===== config.mk =====
export PLATFORM = sky130hd
export DESIGN_NAME = ssg_divider
export DESIGN_NICKNAME = d
export VERILOG_FILES = /design/src/rtl/ssg_pkg.sv /design/src/rtl/ssg_divider.sv
export SDC_FILE = /design/constraint.sdc
export NUM_CORES = 2
export LEC_CHECK = 0
export ABC_AREA = 1
export BUFFER_PORTS_ARGS = -buffer_cell sky130_fd_sc_hd__buf_2
export CAP_MARGIN = 20
export CORE_MARGIN = 2
export CORE_UTILIZATION = 45
export CTS_CLUSTER_SIZE = 10
export DETAILED_ROUTE_END_ITERATION = 10
export GPL_TIMING_DRIVEN = 0
export SETUP_SLACK_MARGIN = 0.15
export SYNTH_ARGS = -nofsm -noshare
export SYNTH_HDL_FRONTEND = slang
export SYNTH_SLANG_ARGS = --single-unit
export TNS_END_PERCENT = 100

===== constraint.sdc =====
create_clock -name clock -period 4.5 [get_ports clock]
set_input_delay 0.9 -clock clock [delete_from_list [all_inputs] [get_ports clock]]
set_output_delay 0.9 -clock clock [all_outputs]
set_load 0.005 [all_outputs]

===== src/rtl/ssg_pkg.sv =====
// Shared constants, item types and the rotation angle table of the sine sample generator.
`timescale 1ns / 1ps

package ssg_pkg;

   localparam int DEFAULT_MAX_SAMPLES = 4096;
   localparam int DEFAULT_ANGLE_BITS  = 16;

   localparam int INDEX_BITS  = 12;
   localparam int AMP_BITS    = 10;
   localparam int PHASE_BITS  = 16;
   localparam int COUNT_BITS  = 13;
   localparam int SAMPLE_BITS = 20;
   localparam int TURN_BITS   = 32;

   localparam logic [COUNT_BITS-1:0] COUNT_RESET = 13'd64;

   localparam int ROT_STEPS   = 24;
   localparam int CORDIC_BITS = 33;
   localparam logic signed [CORDIC_BITS-1:0] START_X = 33'sd922113735;

   localparam int OUT_LIMIT = 370400;

   // turn fraction plus amplitude, leaving the angle stage
   typedef struct packed {
      logic                  valid;
      logic [TURN_BITS-1:0]  turn;
      logic [AMP_BITS-1:0]   amp;
   } turn_item_type;

   // sqrt(2)*sin in Q30 plus amplitude, leaving the rotation pipeline
   typedef struct packed {
      logic                          valid;
      logic signed [CORDIC_BITS-1:0] value;
      logic [AMP_BITS-1:0]           amp;
   } sine_item_type;

   typedef struct packed {
      logic                          valid;
      logic signed [SAMPLE_BITS-1:0] sample;
   } sample_item_type;

   // atan(2^-i) as a fraction of a turn, scaled by 2^32
   function automatic logic signed [CORDIC_BITS-1:0] rot_angle(input int step);
      logic signed [CORDIC_BITS-1:0] angle;
      case (step)
         0:       angle = 33'sh020000000;
         1:       angle = 33'sh012E4051D;
         2:       angle = 33'sh009FB385B;
         3:       angle = 33'sh0051111D4;
         4:       angle = 33'sh0028B0D43;
         5:       angle = 33'sh00145D7E1;
         6:       angle = 33'sh000A2F61E;
         7:       angle = 33'sh000517C55;
         8:       angle = 33'sh00028BE53;
         9:       angle = 33'sh000145F2F;
         10:      angle = 33'sh0000A2F98;
         11:      angle = 33'sh0000517CC;
         12:      angle = 33'sh000028BE6;
         13:      angle = 33'sh0000145F3;
         14:      angle = 33'sh00000A2F9;
         15:      angle = 33'sh00000517D;
         16:      angle = 33'sh0000028BE;
         17:      angle = 33'sh00000145F;
         18:      angle = 33'sh000000A30;
         19:      angle = 33'sh000000518;
         20:      angle = 33'sh00000028C;
         21:      angle = 33'sh000000146;
         22:      angle = 33'sh0000000A3;
         23:      angle = 33'sh000000051;
         default: angle = '0;
      endcase
      return angle;
   endfunction

endpackage


===== src/rtl/ssg_divider.sv =====
// Pipelined restoring divider for the sample angle, one quotient bit per stage, plus phase add.
`timescale 1ns / 1ps

module ssg_divider
   import ssg_pkg::*;
#(
   parameter int ANGLE_BITS   = DEFAULT_ANGLE_BITS,
   parameter int DIVISOR_BITS = COUNT_BITS
) (
   input  logic                    clock,
   input  logic                    reset,
   input  logic                    en,
   input  logic                    req_valid,
   input  logic [INDEX_BITS-1:0]   sample_index,
   input  logic [AMP_BITS-1:0]     amplitude_rms,
   input  logic [PHASE_BITS-1:0]   phase_turn,
   input  logic [DIVISOR_BITS-1:0] divisor,
   output turn_item_type           turn_out
);

   // dividend is sample_index followed by ANGLE_BITS zero bits
   localparam int STAGES = INDEX_BITS + ANGLE_BITS;

   logic                    valid_ff [STAGES];
   logic [DIVISOR_BITS-1:0] rem_ff   [STAGES];
   logic [DIVISOR_BITS-1:0] rem_in   [STAGES];
   logic [ANGLE_BITS-1:0]   quot_ff  [STAGES];
   logic [ANGLE_BITS-1:0]   quot_in  [STAGES];
   logic [ANGLE_BITS-1:0]   phase_ff [STAGES];
   logic [INDEX_BITS-1:0]   index_ff [STAGES];
   logic [AMP_BITS-1:0]     amp_ff   [STAGES];

   logic [ANGLE_BITS+PHASE_BITS-1:0] phase_wide;
   logic [ANGLE_BITS-1:0]            phase_scaled;
   logic [ANGLE_BITS-1:0]            angle_sum;
   turn_item_type                    turn_ff;
   turn_item_type                    turn_in;

   // phase * 2^ANGLE_BITS / 2^16, low bits dropped
   assign phase_wide   = {phase_turn, {ANGLE_BITS{1'b0}}};
   assign phase_scaled = phase_wide[ANGLE_BITS+PHASE_BITS-1:PHASE_BITS];

   for (genvar k = 0; k < STAGES; k++) begin : g_stage
      logic                    valid_cur;
      logic [DIVISOR_BITS-1:0] rem_cur;
      logic [ANGLE_BITS-1:0]   quot_cur;
      logic [ANGLE_BITS-1:0]   phase_cur;
      logic [INDEX_BITS-1:0]   index_cur;
      logic [AMP_BITS-1:0]     amp_cur;
      logic                    dbit;
      logic [DIVISOR_BITS:0]   partial;
      logic [DIVISOR_BITS:0]   diff;
      logic                    take;

      if (k == 0) begin : g_first
         assign valid_cur = req_valid;
         assign rem_cur   = '0;
         assign quot_cur  = '0;
         assign phase_cur = phase_scaled;
         assign index_cur = sample_index;
         assign amp_cur   = amplitude_rms;
      end else begin : g_next
         assign valid_cur = valid_ff[k-1];
         assign rem_cur   = rem_ff[k-1];
         assign quot_cur  = quot_ff[k-1];
         assign phase_cur = phase_ff[k-1];
         assign index_cur = index_ff[k-1];
         assign amp_cur   = amp_ff[k-1];
      end

      if (k < INDEX_BITS) begin : g_index_bit
         assign dbit = index_cur[INDEX_BITS-1-k];
      end else begin : g_zero_bit
         assign dbit = 1'b0;
      end

      // no borrow means the shifted remainder reaches the divisor
      assign partial = {rem_cur, dbit};
      assign diff    = partial - {1'b0, divisor};
      assign take    = ~diff[DIVISOR_BITS];

      assign rem_in[k]  = take ? diff[DIVISOR_BITS-1:0] : partial[DIVISOR_BITS-1:0];
      assign quot_in[k] = {quot_cur[ANGLE_BITS-2:0], take};

      always_ff @(posedge clock) begin
         if (reset) begin
            valid_ff[k] <= 1'b0;
         end else if (en) begin
            valid_ff[k] <= valid_cur;
         end
      end

      always_ff @(posedge clock) begin
         if (en) begin
            rem_ff[k]   <= rem_in[k];
            quot_ff[k]  <= quot_in[k];
            phase_ff[k] <= phase_cur;
            index_ff[k] <= index_cur;
            amp_ff[k]   <= amp_cur;
         end
      end
   end

   // angle wraps modulo a full turn
   assign angle_sum     = quot_ff[STAGES-1] + phase_ff[STAGES-1];
   assign turn_in.valid = valid_ff[STAGES-1];
   assign turn_in.turn  = {angle_sum, {(TURN_BITS-ANGLE_BITS){1'b0}}};
   assign turn_in.amp   = amp_ff[STAGES-1];

   always_ff @(posedge clock) begin
      if (reset) begin
         turn_ff.valid <= 1'b0;
      end else if (en) begin
         turn_ff.valid <= turn_in.valid;
      end
   end

   always_ff @(posedge clock) begin
      if (en) begin
         turn_ff.turn <= turn_in.turn;
         turn_ff.amp  <= turn_in.amp;
      end
   end

   assign turn_out = turn_ff;

endmodule


==> results.py <==
metrics = {
    "place": {
        "port_buffers": 81,
        "gp_congestion": 0.867,
        "dp_hpwl_um": 99100,
    },
    "grt": {
        "use_met3_pct": 2.77,
        "grt_pass1_wl_um": 225000,
        "use_met2_pct": 29.3,
        "grt_max_degree": 176,
        "top_usage_layer": "met2",
        "use_met1_pct": 24.5,
        "overflow": 0,
        "grt_pass1_vias": 43813,
        "grt_util_all_layers_pct": 17.9,
        "antenna_found_initial": 0,
    },
    "hold_path": {
        "hold_end": "amp_ff[0][5]$_DFFE_PP_",
        "hp-start": "amplitude_rms[5]",
        "hold_depth": 1,
        "holdCritPathClass": "in -> reg",
    },
    "worst_setup_path": {
        "path_class": "in -> reg",
        "required_ps": 4900,
        "crit_family": "buffers and inverters",
        "r2r_slack_ps": 2280,
        "r2r_cells": 9,
        "path_common_cell": "buf_16",
        "r2r_start": "rem_ff[0][41]$_DFFE_PP_",
        "worstPathMaxFanout": 175,
        "max_stage_delay_ps": 640,
        "end_kind": "register",
        "worst_ep_arrival_time_ps": 3880,
        "start_kind": "primary input",
        "rr_endpoint": "rem_ff[0][60]$_DFFE_PP_",
        "path_cells": "buf_12 > buf_16 > buf_16 > buf_16 > buf_16",
        "cp_num_buf_inv": 5,
        "critPathSlowestCell": "buf_16",
    },
    "sta": {
        "fmax_mhz": 287,
        "worst_slew_pin_slew_ps": 1130,
        "maxSlewHeadroom_pct": 24.9,
        "fin_setup_tns_ps": 0,
        "hold_viol": 0,
        "finalCritPeriodShare_pct": 77.4,
        "rsz0062_at_grt": "false",
        "final_max_slew_viol_count": 0,
        "setup_viol": 0,
        "fin_hold_ws_ps": 282,
        "finClkSkew_ps": 38.2,
        "finalCriticalPeriod_ps": 3480,
    },
    "routing": {
        "drc": 0,
        "viasPerCell": 4.92,
        "dr_total_vias": 45536,
        "drt-initial-drc-count": 2711,
        "wl_um": 139000,
        "ant_nets": 0,
        "wl_per_cell_um": 15.0,
        "firstDrtPassIters": 8,
    },
    "power": {
        "powerDensity_mw_per_mm2": 659,
        "p_leak_nw": 35.5,
        "irDropWorstVdd_v": 0.000345,
    },
    "floorplan": {
        "initial_core_util_pct": 45.3,
        "die_x_um": 395,
        "dieArea_sq_mm": 0.156,
        "die_y_um": 395,
        "core_area_sq_mm": 0.152,
        "ios": 98,
        "fp-row-count": 143,
    },
    "clocking": {
        "cts_setup_buffers": 0,
        "clk_pin_slew_ps": 50,
        "clock_sinks": 1336,
        "htreeDepth": 4,
        "cts_hold_buffers": 0,
        "postCtsResizedCells": 0,
        "cts-root-buf": "clkbuf_16",
        "cts_tree": "built",
        "clock_latency_ps": 780,
        "cts_made_buffers": 161,
        "cts_max_path_buffers": 3,
    },
    "outcome": {
        "outcome": "finished clean",
    },
    "synth": {
        "synth_seq_cells": 1336,
        "ys_seq_area_share_pct": 58.2,
        "syn_area_sq_mm": 0.0689,
        "synthFlopType": "edfxtp_1",
        "synth_cell_type_count": 35,
        "postSynthCellCount": 6886,
        "syn_avg_cell_area_sq_um": 10.0,
        "ys_warn_count": 0,
        "synth-edff-count": 1335,
        "async_flop_share_pct": 0,
    },
    "final_layout": {
        "fin_nets": 7605,
        "insertedDiodeCount": 0,
        "area_delta_synth_final_pct": 12.0,
        "drive_gt1_share_pct": 10.2,
    },
    "flow_run": {
        "drv_cap": 0,
    },
}
## report_power, final
part	leakage, nW	internal (mW)	total [mW]	switching, mW
Combinational	20.0	7.10	20.7	13.6
Sequential	13.2	17.1	18.6	1.47
Clock	2.30	6.78	11.7	4.88
## logic make-up (layout without fill, tap and decap cells)
kind of cell / count (synthesis) / after routing / share of synthesized area (%)
adder cells (fa/ha/maj): 379 / 379 / 7.18
AO/OA/AOI/OAI: 156 / 156 / 1.59
AND/OR/NAND/NOR: 3888 / 3888 / 25.9
XOR/XNOR: 115 / 115 / 1.46
buffers and inverters: 1011 / 1339 / 5.61
flip-flops: 1336 / 1336 / 58.2
other: 1 / 21 / 0.00544
## how the worst max path moves through the flow
stage               cells after the start  slack, ps        from                            to
floorplan                              10       1280  divisor[1]  rem_ff[1][117]$_SDFFCE_PP0P_
global placement                        4     -22850          en        valid_ff[20]$_DFFE_PP_
detailed placement                      5        100          en     quot_ff[1][179]$_DFFE_PP_
CTS                                     5        940          en    phase_ff[1][147]$_DFFE_PP_
global route                            5        730          en    phase_ff[1][129]$_DFFE_PP_
finish                                  5       1020          en    phase_ff[1][176]$_DFFE_PP_
## sequential cells by signal, summed over array words and instances (netlist names)
name	cells
index_ff	66
turn_out	27
rem_ff	351
valid_ff	28
phase_ff	448
quot_ff	136
amp_ff	280
## per-stage QoR
stage,power (mW),cells,util [%],cell area [sq um],setup slack [ps]
after floorplan,34.1,6906,-,69000,1280
final,50.9,9264,50.8,77200,1020
after CTS,51.3,9263,50.8,77200,941
after global routing,55.0,9264,50.8,77200,726
after detailed placement,39.3,9037,47.7,72400,101
after global placement,39.5,9017,47.3,71900,-22850
## cells in the mapped netlist, types with 11 or more instances
cell      number  area share (%)
and2_1        11            0.10
edfxtp_1    1335              58
ha_1         352             6.4
nand3_1      722             5.2
inv_1        965             5.3
xor2_1        99             1.3
buf_4         18            0.20
inv_2         22            0.12
nand2_4      131             2.1
a21oi_1      111            0.81
nand2_1     2377              13
and2_2        15            0.16
nand2_2       77            0.70
a21oi_4       26            0.61
xnor2_1       16            0.20
nand3_2       75             1.1
nor2_1       291             1.6
nand4_1      118             1.1
nor2_2        31            0.28
fa_1          27            0.78
nor2_4        26            0.43
## layout make-up
class	instances	area (sq um)
Buffer	24	161
Clock inverter	47	632
Fill cell	13593	74700
Timing Repair Buffer	102	918
Sequential cell	1336	40100
Inverter	987	3710
Clock buffer	179	4130
Multi-Input combinational cell	4559	25000
Tap cell	2030	2540
## worst register-to-register path: cells and delay by family, from the launching register on
kind	cells	cell delay (ps)
flip-flops	1	450
AND/OR/NAND/NOR	7	1100
buffers and inverters	1	50
adder cells (fa/ha/maj)	1	380
## cell usage in the layout, fill, tap and decap left out, types with 31 or more instances in the layout
cell       instances
nand2_4          131
xor2_1            99
clkbuf_16        162
a21oi_1          111
inv_1            953
ha_1             352
nor2_1           291
nand2_1         2377
buf_2             82
nand3_1          722
nand4_1          118
inv_2             33
nand2_2           77
edfxtp_1        1335
nand3_2           75
nor2_2            31
## per-layer routing
layer / vias up / wire (um)
met2: 833 / 64600
met3: 241 / 5800
met5: - / 0
met1: 21055 / 65200
li1: 23407 / -
met4: 0 / 3720
(Power assumes the default switching activity.)
