--- src/rtl/ssg_pkg.sv ---
// Shared constants, item types and the rotation angle table of the sine sample generator.
`timescale 1ns / 1ps

package ssg_pkg;

   localparam int DEFAULT_MAX_SAMPLES = 4096;
   localparam int DEFAULT_ANGLE_BITS  = 16;

   localparam int INDEX_BITS  = 12;
   localparam int AMP_BITS    = 10;
   localparam int PHASE_BITS  = 16;
   localparam int COUNT_BITS  = 13;
   localparam int SAMPLE_BITS = 20;
   localparam int TURN_BITS   = 32;

   localparam logic [COUNT_BITS-1:0] COUNT_RESET = 13'd64;

   localparam int ROT_STEPS   = 24;
   localparam int CORDIC_BITS = 33;
   localparam logic signed [CORDIC_BITS-1:0] START_X = 33'sd922113735;

   localparam int OUT_LIMIT = 370400;

   // turn fraction plus amplitude, leaving the angle stage
   typedef struct packed {
      logic                  valid;
      logic [TURN_BITS-1:0]  turn;
      logic [AMP_BITS-1:0]   amp;
   } turn_item_type;

   // sqrt(2)*sin in Q30 plus amplitude, leaving the rotation pipeline
   typedef struct packed {
      logic                          valid;
      logic signed [CORDIC_BITS-1:0] value;
      logic [AMP_BITS-1:0]           amp;
   } sine_item_type;

   typedef struct packed {
      logic                          valid;
      logic signed [SAMPLE_BITS-1:0] sample;
   } sample_item_type;

   // atan(2^-i) as a fraction of a turn, scaled by 2^32
   function automatic logic signed [CORDIC_BITS-1:0] rot_angle(input int step);
      logic signed [CORDIC_BITS-1:0] angle;
      case (step)
         0:       angle = 33'sh020000000;
         1:       angle = 33'sh012E4051D;
         2:       angle = 33'sh009FB385B;
         3:       angle = 33'sh0051111D4;
         4:       angle = 33'sh0028B0D43;
         5:       angle = 33'sh00145D7E1;
         6:       angle = 33'sh000A2F61E;
         7:       angle = 33'sh000517C55;
         8:       angle = 33'sh00028BE53;
         9:       angle = 33'sh000145F2F;
         10:      angle = 33'sh0000A2F98;
         11:      angle = 33'sh0000517CC;
         12:      angle = 33'sh000028BE6;
         13:      angle = 33'sh0000145F3;
         14:      angle = 33'sh00000A2F9;
         15:      angle = 33'sh00000517D;
         16:      angle = 33'sh0000028BE;
         17:      angle = 33'sh00000145F;
         18:      angle = 33'sh000000A30;
         19:      angle = 33'sh000000518;
         20:      angle = 33'sh00000028C;
         21:      angle = 33'sh000000146;
         22:      angle = 33'sh0000000A3;
         23:      angle = 33'sh000000051;
         default: angle = '0;
      endcase
      return angle;
   endfunction

endpackage

--- src/rtl/ssg_scale.sv ---
// Amplitude multiply, round half away from zero to Q.8 and saturate.
`timescale 1ns / 1ps

module ssg_scale
   import ssg_pkg::*;
(
   input  logic            clock,
   input  logic            reset,
   input  logic            en,
   input  sine_item_type   sine_in,
   output sample_item_type sample_out
);

   localparam int PROD_BITS   = AMP_BITS + 1 + CORDIC_BITS;
   localparam int ROUND_SHIFT = 22;
   localparam int MAG_BITS    = PROD_BITS - ROUND_SHIFT;

   logic                        prod_valid_ff;
   logic signed [PROD_BITS-1:0] prod_ff;
   logic signed [PROD_BITS-1:0] prod_in;
   logic signed [AMP_BITS:0]    amp_signed;

   logic                        mag_valid_ff;
   logic                        mag_neg_ff;
   logic [PROD_BITS-1:0]        mag_ff;
   logic [PROD_BITS-1:0]        mag_in;

   logic [PROD_BITS-1:0]        round_sum;
   logic [MAG_BITS-1:0]         rounded;
   logic [SAMPLE_BITS-1:0]      limited;
   sample_item_type             sample_ff;
   sample_item_type             sample_in;

   assign amp_signed = signed'({1'b0, sine_in.amp});
   assign prod_in    = amp_signed * sine_in.value;

   assign mag_in = prod_ff[PROD_BITS-1] ? unsigned'(-prod_ff) : unsigned'(prod_ff);

   assign round_sum = mag_ff + (PROD_BITS'(1) << (ROUND_SHIFT - 1));
   assign rounded   = round_sum[PROD_BITS-1:ROUND_SHIFT];

   always_comb begin
      if (rounded > MAG_BITS'(OUT_LIMIT)) begin
         limited = SAMPLE_BITS'(OUT_LIMIT);
      end else begin
         limited = rounded[SAMPLE_BITS-1:0];
      end
      sample_in.valid  = mag_valid_ff;
      sample_in.sample = mag_neg_ff ? signed'(-limited) : signed'(limited);
   end

   always_ff @(posedge clock) begin
      if (reset) begin
         prod_valid_ff   <= 1'b0;
         mag_valid_ff    <= 1'b0;
         sample_ff.valid <= 1'b0;
      end else if (en) begin
         prod_valid_ff   <= sine_in.valid;
         mag_valid_ff    <= prod_valid_ff;
         sample_ff.valid <= sample_in.valid;
      end
   end

   always_ff @(posedge clock) begin
      if (en) begin
         prod_ff          <= prod_in;
         mag_neg_ff       <= prod_ff[PROD_BITS-1];
         mag_ff           <= mag_in;
         sample_ff.sample <= sample_in.sample;
      end
   end

   assign sample_out = sample_ff;

endmodule

--- config.mk ---
export PLATFORM = sky130hd
export DESIGN_NAME = ssg_scale
export DESIGN_NICKNAME = d
export VERILOG_FILES = /design/src/rtl/ssg_pkg.sv /design/src/rtl/ssg_scale.sv
export SDC_FILE = /design/constraint.sdc
export NUM_CORES = 1
export LEC_CHECK = 0
export BUFFER_PORTS_ARGS = -buffer_cell sky130_fd_sc_hd__buf_2
export CORE_MARGIN = 2
export CORE_UTILIZATION = 65
export DETAILED_ROUTE_END_ITERATION = 10
export PLACE_DENSITY = 0.9
export SYNTH_ARGS = -nofsm -noshare
export SYNTH_HDL_FRONTEND = slang
export SYNTH_SLANG_ARGS = --single-unit
--- constraint.sdc ---
create_clock -name clock -period 7.5 [get_ports clock]
set_input_delay 1.5 -clock clock [delete_from_list [all_inputs] [get_ports clock]]
set_output_delay 1.5 -clock clock [all_outputs]
set_load 0.1 [all_outputs]
==> reports/qor.csv, run 1 <==
stage,metric,value,unit
pwr,max-vdd-ir-drop,0.285,mV
pwr,pwr-share-clk,5.1,%
setup_path,crit_required,7580,ps
final_layout,final_common_cell,inv_1,
logic_synthesis,seq_area_frac_synth,17.0,%
detailed_routing,first_pass_iters,5,
final_layout,syn_to_final_growth,5.39,%
clock_tree,path_clk_slew,60,ps
placement,port_buffers,67,
setup_path,end_kind,flip-flop,
outcome,status,completed,
setup_path,cp_slowest_cell,fa_1,
min_path,holdCritPathClass,flip-flop to flip-flop,
global_routing,grt_util_all_layers,27.7,%
pwr,switching_power,0.00398,W
flow_run,maxCapViolations,0,
sta,max_freq,141,MHz
sta,finalCritPeriodShare,94.8,%
sta,tightest_slew,1060,ps
min_path,hold_start,prod_valid_ff,
logic_synthesis,synthCells,1719,
sta,maxSlewViolCount,0,
floorplanning,io_pins,68,
setup_path,worstPathArrival,7190,ps
logic_synthesis,ys_seq_elements,91,
global_routing,grt_max_degree,92,
placement,routabilityCongestion,0.879,
clock_tree,cts_sinks,91,
floorplanning,core_area,24200,µm²
detailed_routing,routedWlPerCell,16.2,µm
setup_path,crit_fanout,20,
setup_path,critPathLaunch,sine_in[4],
detailed_routing,drt_wl_total,33600,µm
floorplanning,rows,57,
sta,fin_crit,7110,ps
global_routing,grt_pass1_vias,12760,
final_layout,nets,2163,
floorplanning,start_util,65.9,%
setup_path,critPathMaxStageDelay,540,ps
sta,slew_headroom,29.4,%
clock_tree,h-tree-depth,3,
detailed_routing,viasPerCell,5.71,
setup_path,path_delay_family,adder cells,
pwr,seqPwrFrac,17.0,%
placement,dp_hpwl,27300,µm
sta,grt_setup_unrepaired,false,
final_layout,final_cells,2066,
logic_synthesis,synth_edf_count,88,
setup_path,r2r-start,mag_ff[22],
logic_synthesis,synth_mux_area_share,0.581,%
setup_path,cp_cell_sequence,buf_2 > nand2_1 > fa_1 > fa_1 > inv_1 > fa_1 > fa_1 > inv_1 > fa_1 > inv_1 > ha_1 > a21o_1 > o41ai_1 > o221ai_1 > nor2_1 > o211ai_1 > a211oi_1 > o21ai_0 > xor2_1,
logic_synthesis,synthAdderAreaFrac,42.9,%
clock_tree,numCtsBuffers,9,
logic_synthesis,synth_xor_area_share,4.95,%
floorplanning,dieHeight,161,µm
floorplanning,die-area,25800,µm²
logic_synthesis,yosysUniqueCellTypes,68,
detailed_routing,ant_nets,0,
final_layout,layout-drive-gt1-share,6.77,%
sta,tns,0,ps
logic_synthesis,synth_top_family_by_area,adder cells,
sta,clock-skew-final,8.54,ps
final_layout,finalInstanceArea,16800,µm²
setup_path,critical_path_buf_inv_count,4,
logic_synthesis,syn_area_per_cell,9.27,µm²
global_routing,grt-ovfl-total,0,
clock_tree,postCtsResizedCells,0,
clock_tree,clk_latency,340,ps
global_routing,grt_pass1_wl,58300,µm
floorplanning,dieWidth,161,µm
logic_synthesis,synth_compound_area_share,7.11,%
pwr,swShare,50.3,%
detailed_routing,initialDrtViolationCount,811,
final_layout,n_antenna_cell,0,
pwr,power.density,472,nW/µm²
placement,place_inst,2051,
logic_synthesis,syn_nets,2144,
clock_tree,cts_tree,built,
logic_synthesis,async_flop_share,0,%
detailed_routing,drc,0,
clock_tree,ctsHoldBuffers,0,
global_routing,antenna_found_initial,0,
placement,dpl_cell_area,16500,µm²
pwr,p_total,0.00792,W
clock_tree,root_buffer,clkbuf_16,
detailed_routing,vias,11793,
sta,hold_viol_final,0,
clock_tree,cts_setup_buffers,0,
sta,setup_viol,0,
pwr,p_int,0.00394,W
setup_path,crit_top_cell,fa_1,
setup_path,startpoint_type,primary input,
sta,hold_ws,510,ps
clock_tree,ctsLongestPathBuffers,2,
pwr,comb_power_share,77.9,%
logic_synthesis,synth_simple_gate_area_share,17.3,%
pwr,leakagePower,7.98,nW
setup_path,crit_type,primary input to flip-flop,
logic_synthesis,netlist_area,15900,µm²
logic_synthesis,ys.flop_type,edfxtp_1,
logic_synthesis,yosys_warnings,0,
final_layout,layout_common_cells,"inv_1 (350), fa_1 (281), nand2_1 (241), and2_1 (151), ha_1 (97)",
routing by layer:
layer  wire (µm)  part of all wire (%)  global-route usage, %
met3        2440                   7.3                   3.54
met5           0                     0                      0
met2       16900                    50                   48.6
met1       13400                    40                   36.5
met4         806                   2.4                   8.27
cells by family (layout without fill, tap and decap cells):
logic type / after synthesis / count (layout)
AO/OA/AOI/OAI: 175 / 175
XOR/XNOR: 90 / 90
adder cells (fa/ha/maj): 378 / 378
buffers and inverters: 429 / 452
flip-flops: 91 / 91
multiplexers: 9 / 9
AND/OR/NAND/NOR: 547 / 547
cell usage after synthesis, types with 9 or more instances:
master    number  share of area (%)
nand2_1      241                5.7
nand4_1       11               0.43
or3_1          9               0.35
o21ai_0       40                1.3
a21o_1        17               0.80
clkbuf_1      66                1.6
nor3_1        11               0.35
and3_1        13               0.51
nor2_1        47                1.1
nand3_1       18               0.57
fa_1         281                 35
a21oi_1       50                1.6
ha_1          97                7.6
edfxtp_1      88                 17
xnor2_1       68                3.7
and2_1       151                5.9
inv_1        350                8.2
xor2_1        22                1.2
cell type report:
class | instances | area [µm²]
Clock inverter | 5 | 37.5
Tap cell | 324 | 405
Multi-Input combinational cell | 1199 | 11600
Timing Repair Buffer | 85 | 485
Inverter | 352 | 1320
Fill cell | 1733 | 7380
Sequential cell | 91 | 2700
Clock buffer | 10 | 229
state kept, by name, summed over array words and instances, names as in the netlist:
| signal | count |
|---|---|
| mag_valid_ff | 1 |
| mag_neg_ff | 1 |
| prod_valid_ff | 1 |
| mag_ff | 23 |
| sample_out | 21 |
| prod_ff | 44 |
per-stage QoR:
| step | util (%) | worst slack [ps] |
|---|---|---|
| final | 69.5 | 391 |
| after global routing | 69.5 | 8.00 |
| after CTS | 69.5 | 463 |
| after detailed placement | 68.4 | 139 |
| after global placement | 68.4 | 296 |
| after floorplan | - | 680 |
power by group through the flow:
stage / clock network [W] / registers (W) / logic (W)
final: 0.000405 / 0.00135 / 0.00617
after floorplan: 0 / 0.00149 / 0.00463
after global routing: 0.000433 / 0.00138 / 0.00700
after global placement: 0 / 0.00133 / 0.00588
after CTS: 0.000411 / 0.00134 / 0.00614
after detailed placement: 0 / 0.00135 / 0.00611
worst register-to-register path, stage by stage, from the launching register on:
cell and delay, ps:
edfxtp_1 410, ha_1 290, nand3_1 400, nor3_1 440, a31oi_1 280, or3_1 440, nor4_2 280, o221a_2 450
nand2_1 120, ha_1 240, nand3_1 120, nor2_1 100, and4bb_2 270, nand2b_1 100, nor3_1 50, a2111oi_0 360
worst paths after layout:
kind	endpoint	slack [ps]	cells past startpoint
max	prod_ff[42]	390	19
max reg2reg	sample_out[16]	2910	15
min reg2reg	mag_valid_ff	510	2
min	mag_valid_ff	510	2
Note: power is estimated with default switching activity, not from simulation.
==> run 2, diff against run 1 <==
BUFFER_PORTS_ARGS = -buffer_cell sky130_fd_sc_hd__clkbuf_2   (was -buffer_cell sky130_fd_sc_hd__buf_2)
==> run 2 against run 1 <==
Compared with the run above:
- first-iteration DRC count is 5.4% lower
- non-clock buffer count is 1 lower
- utilization is 0.14 points higher
- clock skew is 1.8 ps higher
- sequential share of layout area hardly changed
- critical path depth stayed put
- cell count stayed put
- combinational power is 0.8% lower
==> reports/qor.csv, run 2 (synthesis results as in run 1) <==
stage,metric,value,unit,change
outcome,status,completed,,
setup_path,r2r-start,mag_ff[21],,
setup_path,critPathMaxStageDelay,550,ps,about the same
floorplanning,core_area,24200,µm²,unchanged
final_layout,layout_common_cells,"inv_1 (350), fa_1 (281), nand2_1 (241), and2_1 (151), ha_1 (97)",,
sta,hold_viol_final,0,,unchanged
detailed_routing,viasPerCell,5.65,,-1.0%
detailed_routing,initialDrtViolationCount,767,,-5.4%
clock_tree,cts_setup_buffers,0,,unchanged
floorplanning,dieHeight,161,µm,unchanged
setup_path,path_delay_family,adder cells,,
final_layout,final_common_cell,inv_1,,
sta,tightest_slew,1060,ps,-4.46 ps
global_routing,met2_usage,47.5,%,-1.1 points
final_layout,fin_util,69.6,%,+0.14 points
floorplanning,dieWidth,161,µm,unchanged
placement,dp_hpwl,27000,µm,-1.1%
placement,dpl_cell_area,16500,µm²,-0.12%
clock_tree,postCtsResizedCells,0,,unchanged
sta,clock-skew-final,10.3,ps,+1.78 ps
global_routing,grtUsageMet1,36.5,%,+0.067 points
global_routing,grt_util_met3,3.56,%,+0.026 points
floorplanning,rows,57,,unchanged
detailed_routing,first_pass_iters,7,,+2
detailed_routing,ant_nets,0,,unchanged
placement,port_buffers,67,,unchanged
detailed_routing,drc,0,,unchanged
detailed_routing,drt_wl_total,33200,µm,-1.0%
detailed_routing,vias,11670,,-1.0%
sta,grt_setup_unrepaired,false,,
final_layout,layout-drive-gt1-share,6.89,%,+0.11 points
final_layout,syn_to_final_growth,5.60,%,
sta,maxSlewViolCount,0,,unchanged
global_routing,grt_util_all_layers,27.5,%,-0.27 points
global_routing,grt_pass1_wl,58000,µm,-0.55%
global_routing,grt-ovfl-total,0,,unchanged
setup_path,cp_slowest_cell,fa_1,,
placement,routabilityCongestion,0.931,,+5.9%
setup_path,crit_fanout,22,,+10%
pwr,power.density,472,nW/µm²,about the same
floorplanning,start_util,65.9,%,unchanged
final_layout,n_antenna_cell,0,,unchanged
global_routing,busiest_layer,met2,,
sta,finalCritPeriodShare,97.0,%,+2.3 points
setup_path,critical_path_buf_inv_count,4,,unchanged
final_layout,largest_register,prod_ff,,
clock_tree,path_clk_slew,70,ps,about the same
pwr,leakagePower,8.00,nW,+0.34%
clock_tree,numCtsBuffers,9,,unchanged
floorplanning,io_pins,68,,unchanged
final_layout,nets,2162,,-0.046%
setup_path,crit_required,7590,ps,about the same
setup_path,crit_type,primary input to flip-flop,,
sta,setup_viol,0,,unchanged
global_routing,antenna_found_initial,0,,unchanged
floorplanning,die-area,25800,µm²,unchanged
clock_tree,cts_tree,built,,
final_layout,finalInstanceArea,16800,µm²,+0.20%
setup_path,end_kind,flip-flop,,
clock_tree,h-tree-depth,3,,unchanged
flow_run,maxCapViolations,0,,unchanged
setup_path,critPathLaunch,sine_in[4],,
min_path,holdCritPathClass,flip-flop to flip-flop,,
clock_tree,ctsLongestPathBuffers,2,,unchanged
final_layout,multi_input_area,11600,µm²,unchanged
setup_path,endpoint,prod_ff[42],,
sta,tns,0,ps,unchanged
clock_tree,root_buffer,clkbuf_16,,
detailed_routing,routedWlPerCell,16.1,µm,-1.0%
min_path,hold_start,mag_valid_ff,,
global_routing,grt_max_degree,92,,unchanged
final_layout,final-seq-area,2700,µm²,unchanged
clock_tree,cts_sinks,91,,unchanged
clock_tree,ctsHoldBuffers,0,,unchanged
clock_tree,clk_latency,340,ps,about the same
setup_path,crit_top_cell,fa_1,,
setup_path,worstPathArrival,7360,ps,+170 ps
setup_path,worst-path-stages,19,,unchanged
sta,fin_crit,7280,ps,+169 ps
final_layout,nFillCells,1684,,-2.8%
sta,max_freq,137,MHz,-2.3%
pwr,max-vdd-ir-drop,0.305,mV,+6.9%
sta,slew_headroom,29.6,%,+0.30 points
setup_path,r2r_setup_slack,2830,ps,-80 ps
setup_path,cp_cell_sequence,clkbuf_2 > nand2_1 > fa_1 > fa_1 > inv_1 > fa_1 > fa_1 > inv_1 > fa_1 > inv_1 > ha_1 > a21o_1 > o41ai_1 > o221ai_1 > nor2_1 > o211ai_1 > a211oi_1 > o21ai_0 > xor2_1,,
setup_path,startpoint_type,primary input,,
setup_path,r2r-end,sample_out[16],,
final_layout,largest_register_ffs,44,,unchanged
setup_path,rr_worst_depth,15,,unchanged
global_routing,grt_pass1_vias,12669,,-0.71%
## run 2: cell types whose count changed in the layout (fill, tap and decap cells not counted)
| cell | previous run | this run |
|---|---|---|
| clkinv_1 | 2 | 1 |
| bufinv_16 | 0 | 1 |
| buf_12 | 1 | 0 |
| clkbuf_1 | 1 | 0 |
| clkinv_4 | 1 | 0 |
| inv_6 | 2 | 0 |
| clkbuf_2 | 0 | 66 |
| clkinvlp_4 | 1 | 2 |
| clkinv_8 | 0 | 1 |
| inv_8 | 0 | 3 |
| buf_2 | 66 | 0 |
## run 2: final cells by class
class	count	area share, %
Multi-Input combinational cell	1199	69.0
Sequential cell	91	16.1
Inverter	352	7.85
Timing Repair Buffer	84	2.77
Tap cell	324	2.41
Clock buffer	9	1.34
Clock inverter	7	0.565
## run 2: worst min-delay path by stage
stage / end / slack, ps / cells past startpoint
floorplan: mag_valid_ff / 460 / 2
global placement: sample_out[20] / 470 / 2
detailed placement: sample_out[20] / 500 / 2
CTS: sample_out[20] / 520 / 2
global route: prod_valid_ff / 550 / 2
finish: sample_out[20] / 500 / 2
## run 2: where the power goes
part / total (W) / switching, W / internal (W)
Combinational: 0.00612 / 0.00359 / 0.00253
Clock: 0.000471 / 0.000203 / 0.000268
Sequential: 0.00134 / 0.000204 / 0.00114
Total: 0.00793 / 0.00399 / 0.00394
## run 2: metrics by stage
stage          power (W)  hold slack (ps)  cells  setup WS (ps)
2_1_floorplan    0.00613              460   1719            680
3_3_place_gp     0.00709              473   2050            168
3_5_place_dp     0.00737              503   2050          -1.27
4_1_cts          0.00788              518   2066            356
5_1_grt          0.00877              554   2066           51.9
6_report         0.00793              505   2066            222
## run 2: worst register-to-register path: cells and delay by family (launching register included)
family | cells | cell delay, ps
adder cells (fa/ha/maj) | 2 | 490
flip-flops | 1 | 420
AND/OR/NAND/NOR | 8 | 1930
XOR/XNOR | 1 | 270
AO/OA/AOI/OAI | 4 | 1340
## run 2: routing by layer
layer / vias to the layer above / share of wire [%]
met5: - / 0
met4: 0 / 2.4
met3: 78 / 7.1
met2: 503 / 50
met1: 5736 / 41
li1: 5353 / -
==> run 3, diff against run 2 <==
CORE_UTILIZATION = 59   (was 65)
PLACE_DENSITY = 0.87   (was 0.9)
clock period = 6.1 ns   (was 7.5 ns; I/O delays follow)
==> run 3 against run 2 <==
Compared with the run above:
- the run now ends with negative setup slack left
- critical path depth rose by 2
- worst setup slack got worse by 1000 ps
- wire length rose by 81%
- cell count rose by 12%
- largest cell class unchanged
- critical path type unchanged
- via count rose by 30%
- first-iteration DRC count rose to 2.8 times the previous value
- non-clock buffer count rose by 227
- count of clock-buffer cells in the layout did not move
- clock skew barely moved
- sequential share of layout area fell by 2.5 points
==> reports/qor.csv, run 3 (synthesis results as in run 1) <==
stage,metric,value,unit,change
clock_tree,cts_sinks,91,,unchanged
floorplanning,start_util,59.6,%,-6.3 points
sta,tns,-12120,ps,"-12,120 ps"
final_layout,nets,2389,,+10%
clock_tree,ctsLongestPathBuffers,2,,unchanged
final_layout,final_common_cell,inv_1,,
global_routing,busiest_layer,met2,,
global_routing,grt_util_met3,7.97,%,+4.4 points
setup_path,startpoint_type,primary input,,
setup_path,cp_slowest_cell,fa_1,,
sta,max_freq,145,MHz,
setup_path,critPathMaxStageDelay,590,ps,+40 ps
clock_tree,path_clk_slew,70,ps,about the same
global_routing,grt_util_all_layers,34.1,%,+6.7 points
sta,fin_ws,-796,ps,-1020 ps
sta,maxSlewViolCount,0,,unchanged
flow_run,maxCapViolations,0,,unchanged
final_layout,final_cells,2311,,+12%
sta,grt_setup_unrepaired,true,,
global_routing,grt_max_degree,92,,unchanged
placement,dp_hpwl,31300,µm,+16%
floorplanning,die-area,28300,µm²,+9.9%
setup_path,crit_required,6200,ps,-1390 ps
detailed_routing,initialDrtViolationCount,2164,,+180%
sta,tightest_slew,1130,ps,+70.7 ps
final_layout,largest_register,prod_ff,,
setup_path,crit_top_cell,fa_1,,
detailed_routing,drt_wl_total,60100,µm,+81%
clock_tree,numCtsBuffers,9,,unchanged
floorplanning,rows,60,,+5.3%
final_layout,layout_common_cells,"inv_1 (324), fa_1 (261), nand2_1 (216), buf_4 (199), and2_1 (148)",,
placement,routabilityCongestion,0.957,,+2.8%
detailed_routing,vias,15205,,+30%
setup_path,worstPathArrival,7000,ps,-360 ps
clock_tree,clk_latency,350,ps,about the same
final_layout,largest_register_ffs,44,,unchanged
floorplanning,dieWidth,168,µm,+4.8%
placement,port_buffers,67,,unchanged
detailed_routing,routedWlPerCell,26.0,µm,+62%
min_path,holdCritPathClass,flip-flop to flip-flop,,
sta,clock-skew-final,10.5,ps,+0.136 ps
global_routing,grt_pass1_vias,15193,,+20%
final_layout,layout-drive-gt1-share,25.8,%,+19 points
floorplanning,dieHeight,168,µm,+4.8%
floorplanning,core_area,26700,µm²,+11%
global_routing,grtUsageMet1,37.2,%,+0.68 points
clock_tree,h-tree-depth,3,,unchanged
clock_tree,root_buffer,clkbuf_16,,
sta,slew_headroom,24.9,%,-4.7 points
outcome,status,"finished, violations left",,
setup_path,crit_fanout,5,,-77%
sta,hold_viol_final,0,,unchanged
detailed_routing,drc,0,,unchanged
clock_tree,cts_tree,built,,
sta,setup_viol,25,,+25
detailed_routing,first_pass_iters,8,,+1
setup_path,end_kind,flip-flop,,
sta,finalCritPeriodShare,113,%,
placement,dpl_cell_area,18100,µm²,+9.9%
global_routing,grt-ovfl-total,0,,unchanged
global_routing,met2_usage,57.5,%,+10 points
setup_path,cp_cell_sequence,clkbuf_16 > buf_16 > nand2_1 > fa_1 > inv_1 > fa_1 > fa_1 > fa_1 > inv_1 > fa_1 > inv_1 > ha_4 > nand2_1 > a21oi_4 > a221o_1 > a221o_1 > buf_4 > nor2_4 > o21ai_4 > a41oi_2 > xnor2_1,,
detailed_routing,viasPerCell,6.58,,+16%
global_routing,antenna_found_initial,2,,+2
floorplanning,io_pins,68,,unchanged
placement,place_inst,2245,,+9.5%
final_layout,finalInstanceArea,19900,µm²,+18%
outcome,violations,negative setup slack,,
final_layout,syn_to_final_growth,24.9,%,
setup_path,crit_type,primary input to flip-flop,,
detailed_routing,ant_nets,0,,unchanged
global_routing,grt_pass1_wl,75500,µm,+30%
sta,fin_crit,6900,ps,
## run 3: final cells by class
class                      instances  area, µm²
sequential                        91       2700
clock buffer                       9        225
inverter                         352       1320
clock inverter                     6       47.5
multi-input combinational       1199      12400
tap                              341        427
fill                            1423       6830
timing repair buffer             311       2730
antenna                            2       5.00
## run 3: final timing paths
path | startpoint | to | slack (ps) | cells after the start
max | sine_in[7] | prod_ff[41] | -800 | 21
max reg2reg | mag_ff[25] | sample_out[16] | 1450 | 14
min reg2reg | sample_out[20] | sample_out[20] | 500 | 2
min | sample_out[20] | sample_out[20] | 500 | 2
## run 3: per-stage QoR
step                worst slack [ps]  hold WS (ps)  utilization [%]
floorplan                      0.422           460                -
global placement                -388           473             67.9
detailed placement              -585           492             67.9
CTS                             -104           510             71.6
global route                    -751           547             74.4
finish                          -796           502             74.4
## run 3: layer usage
metal	routed length, µm	part of all wire [%]
met3	8210	14
met4	7220	12
met2	26300	44
met1	18400	31
met5	58	0.096
## run 3: critical path: cells and delay by family
family	cells	cell delay, ps
compound gates	5	1480
fa+ha+maj	6	3120
simple gates	3	260
buf+inv	6	720
xor+xnor	1	160
## run 3: what timing repair did
action / CTS / global route
gates cloned: 8 / 3
setup endpoints to repair: 9 / 25
pin swaps: 76 / 69
setup buffers: 21 / 25
resized for setup: 80 / 148
hold buffers: 0 / 0
Power of run 3 is left out: the tool's default activity adds up to more than one toggle a clock period on the data nets, which glitch-free logic cannot reach.
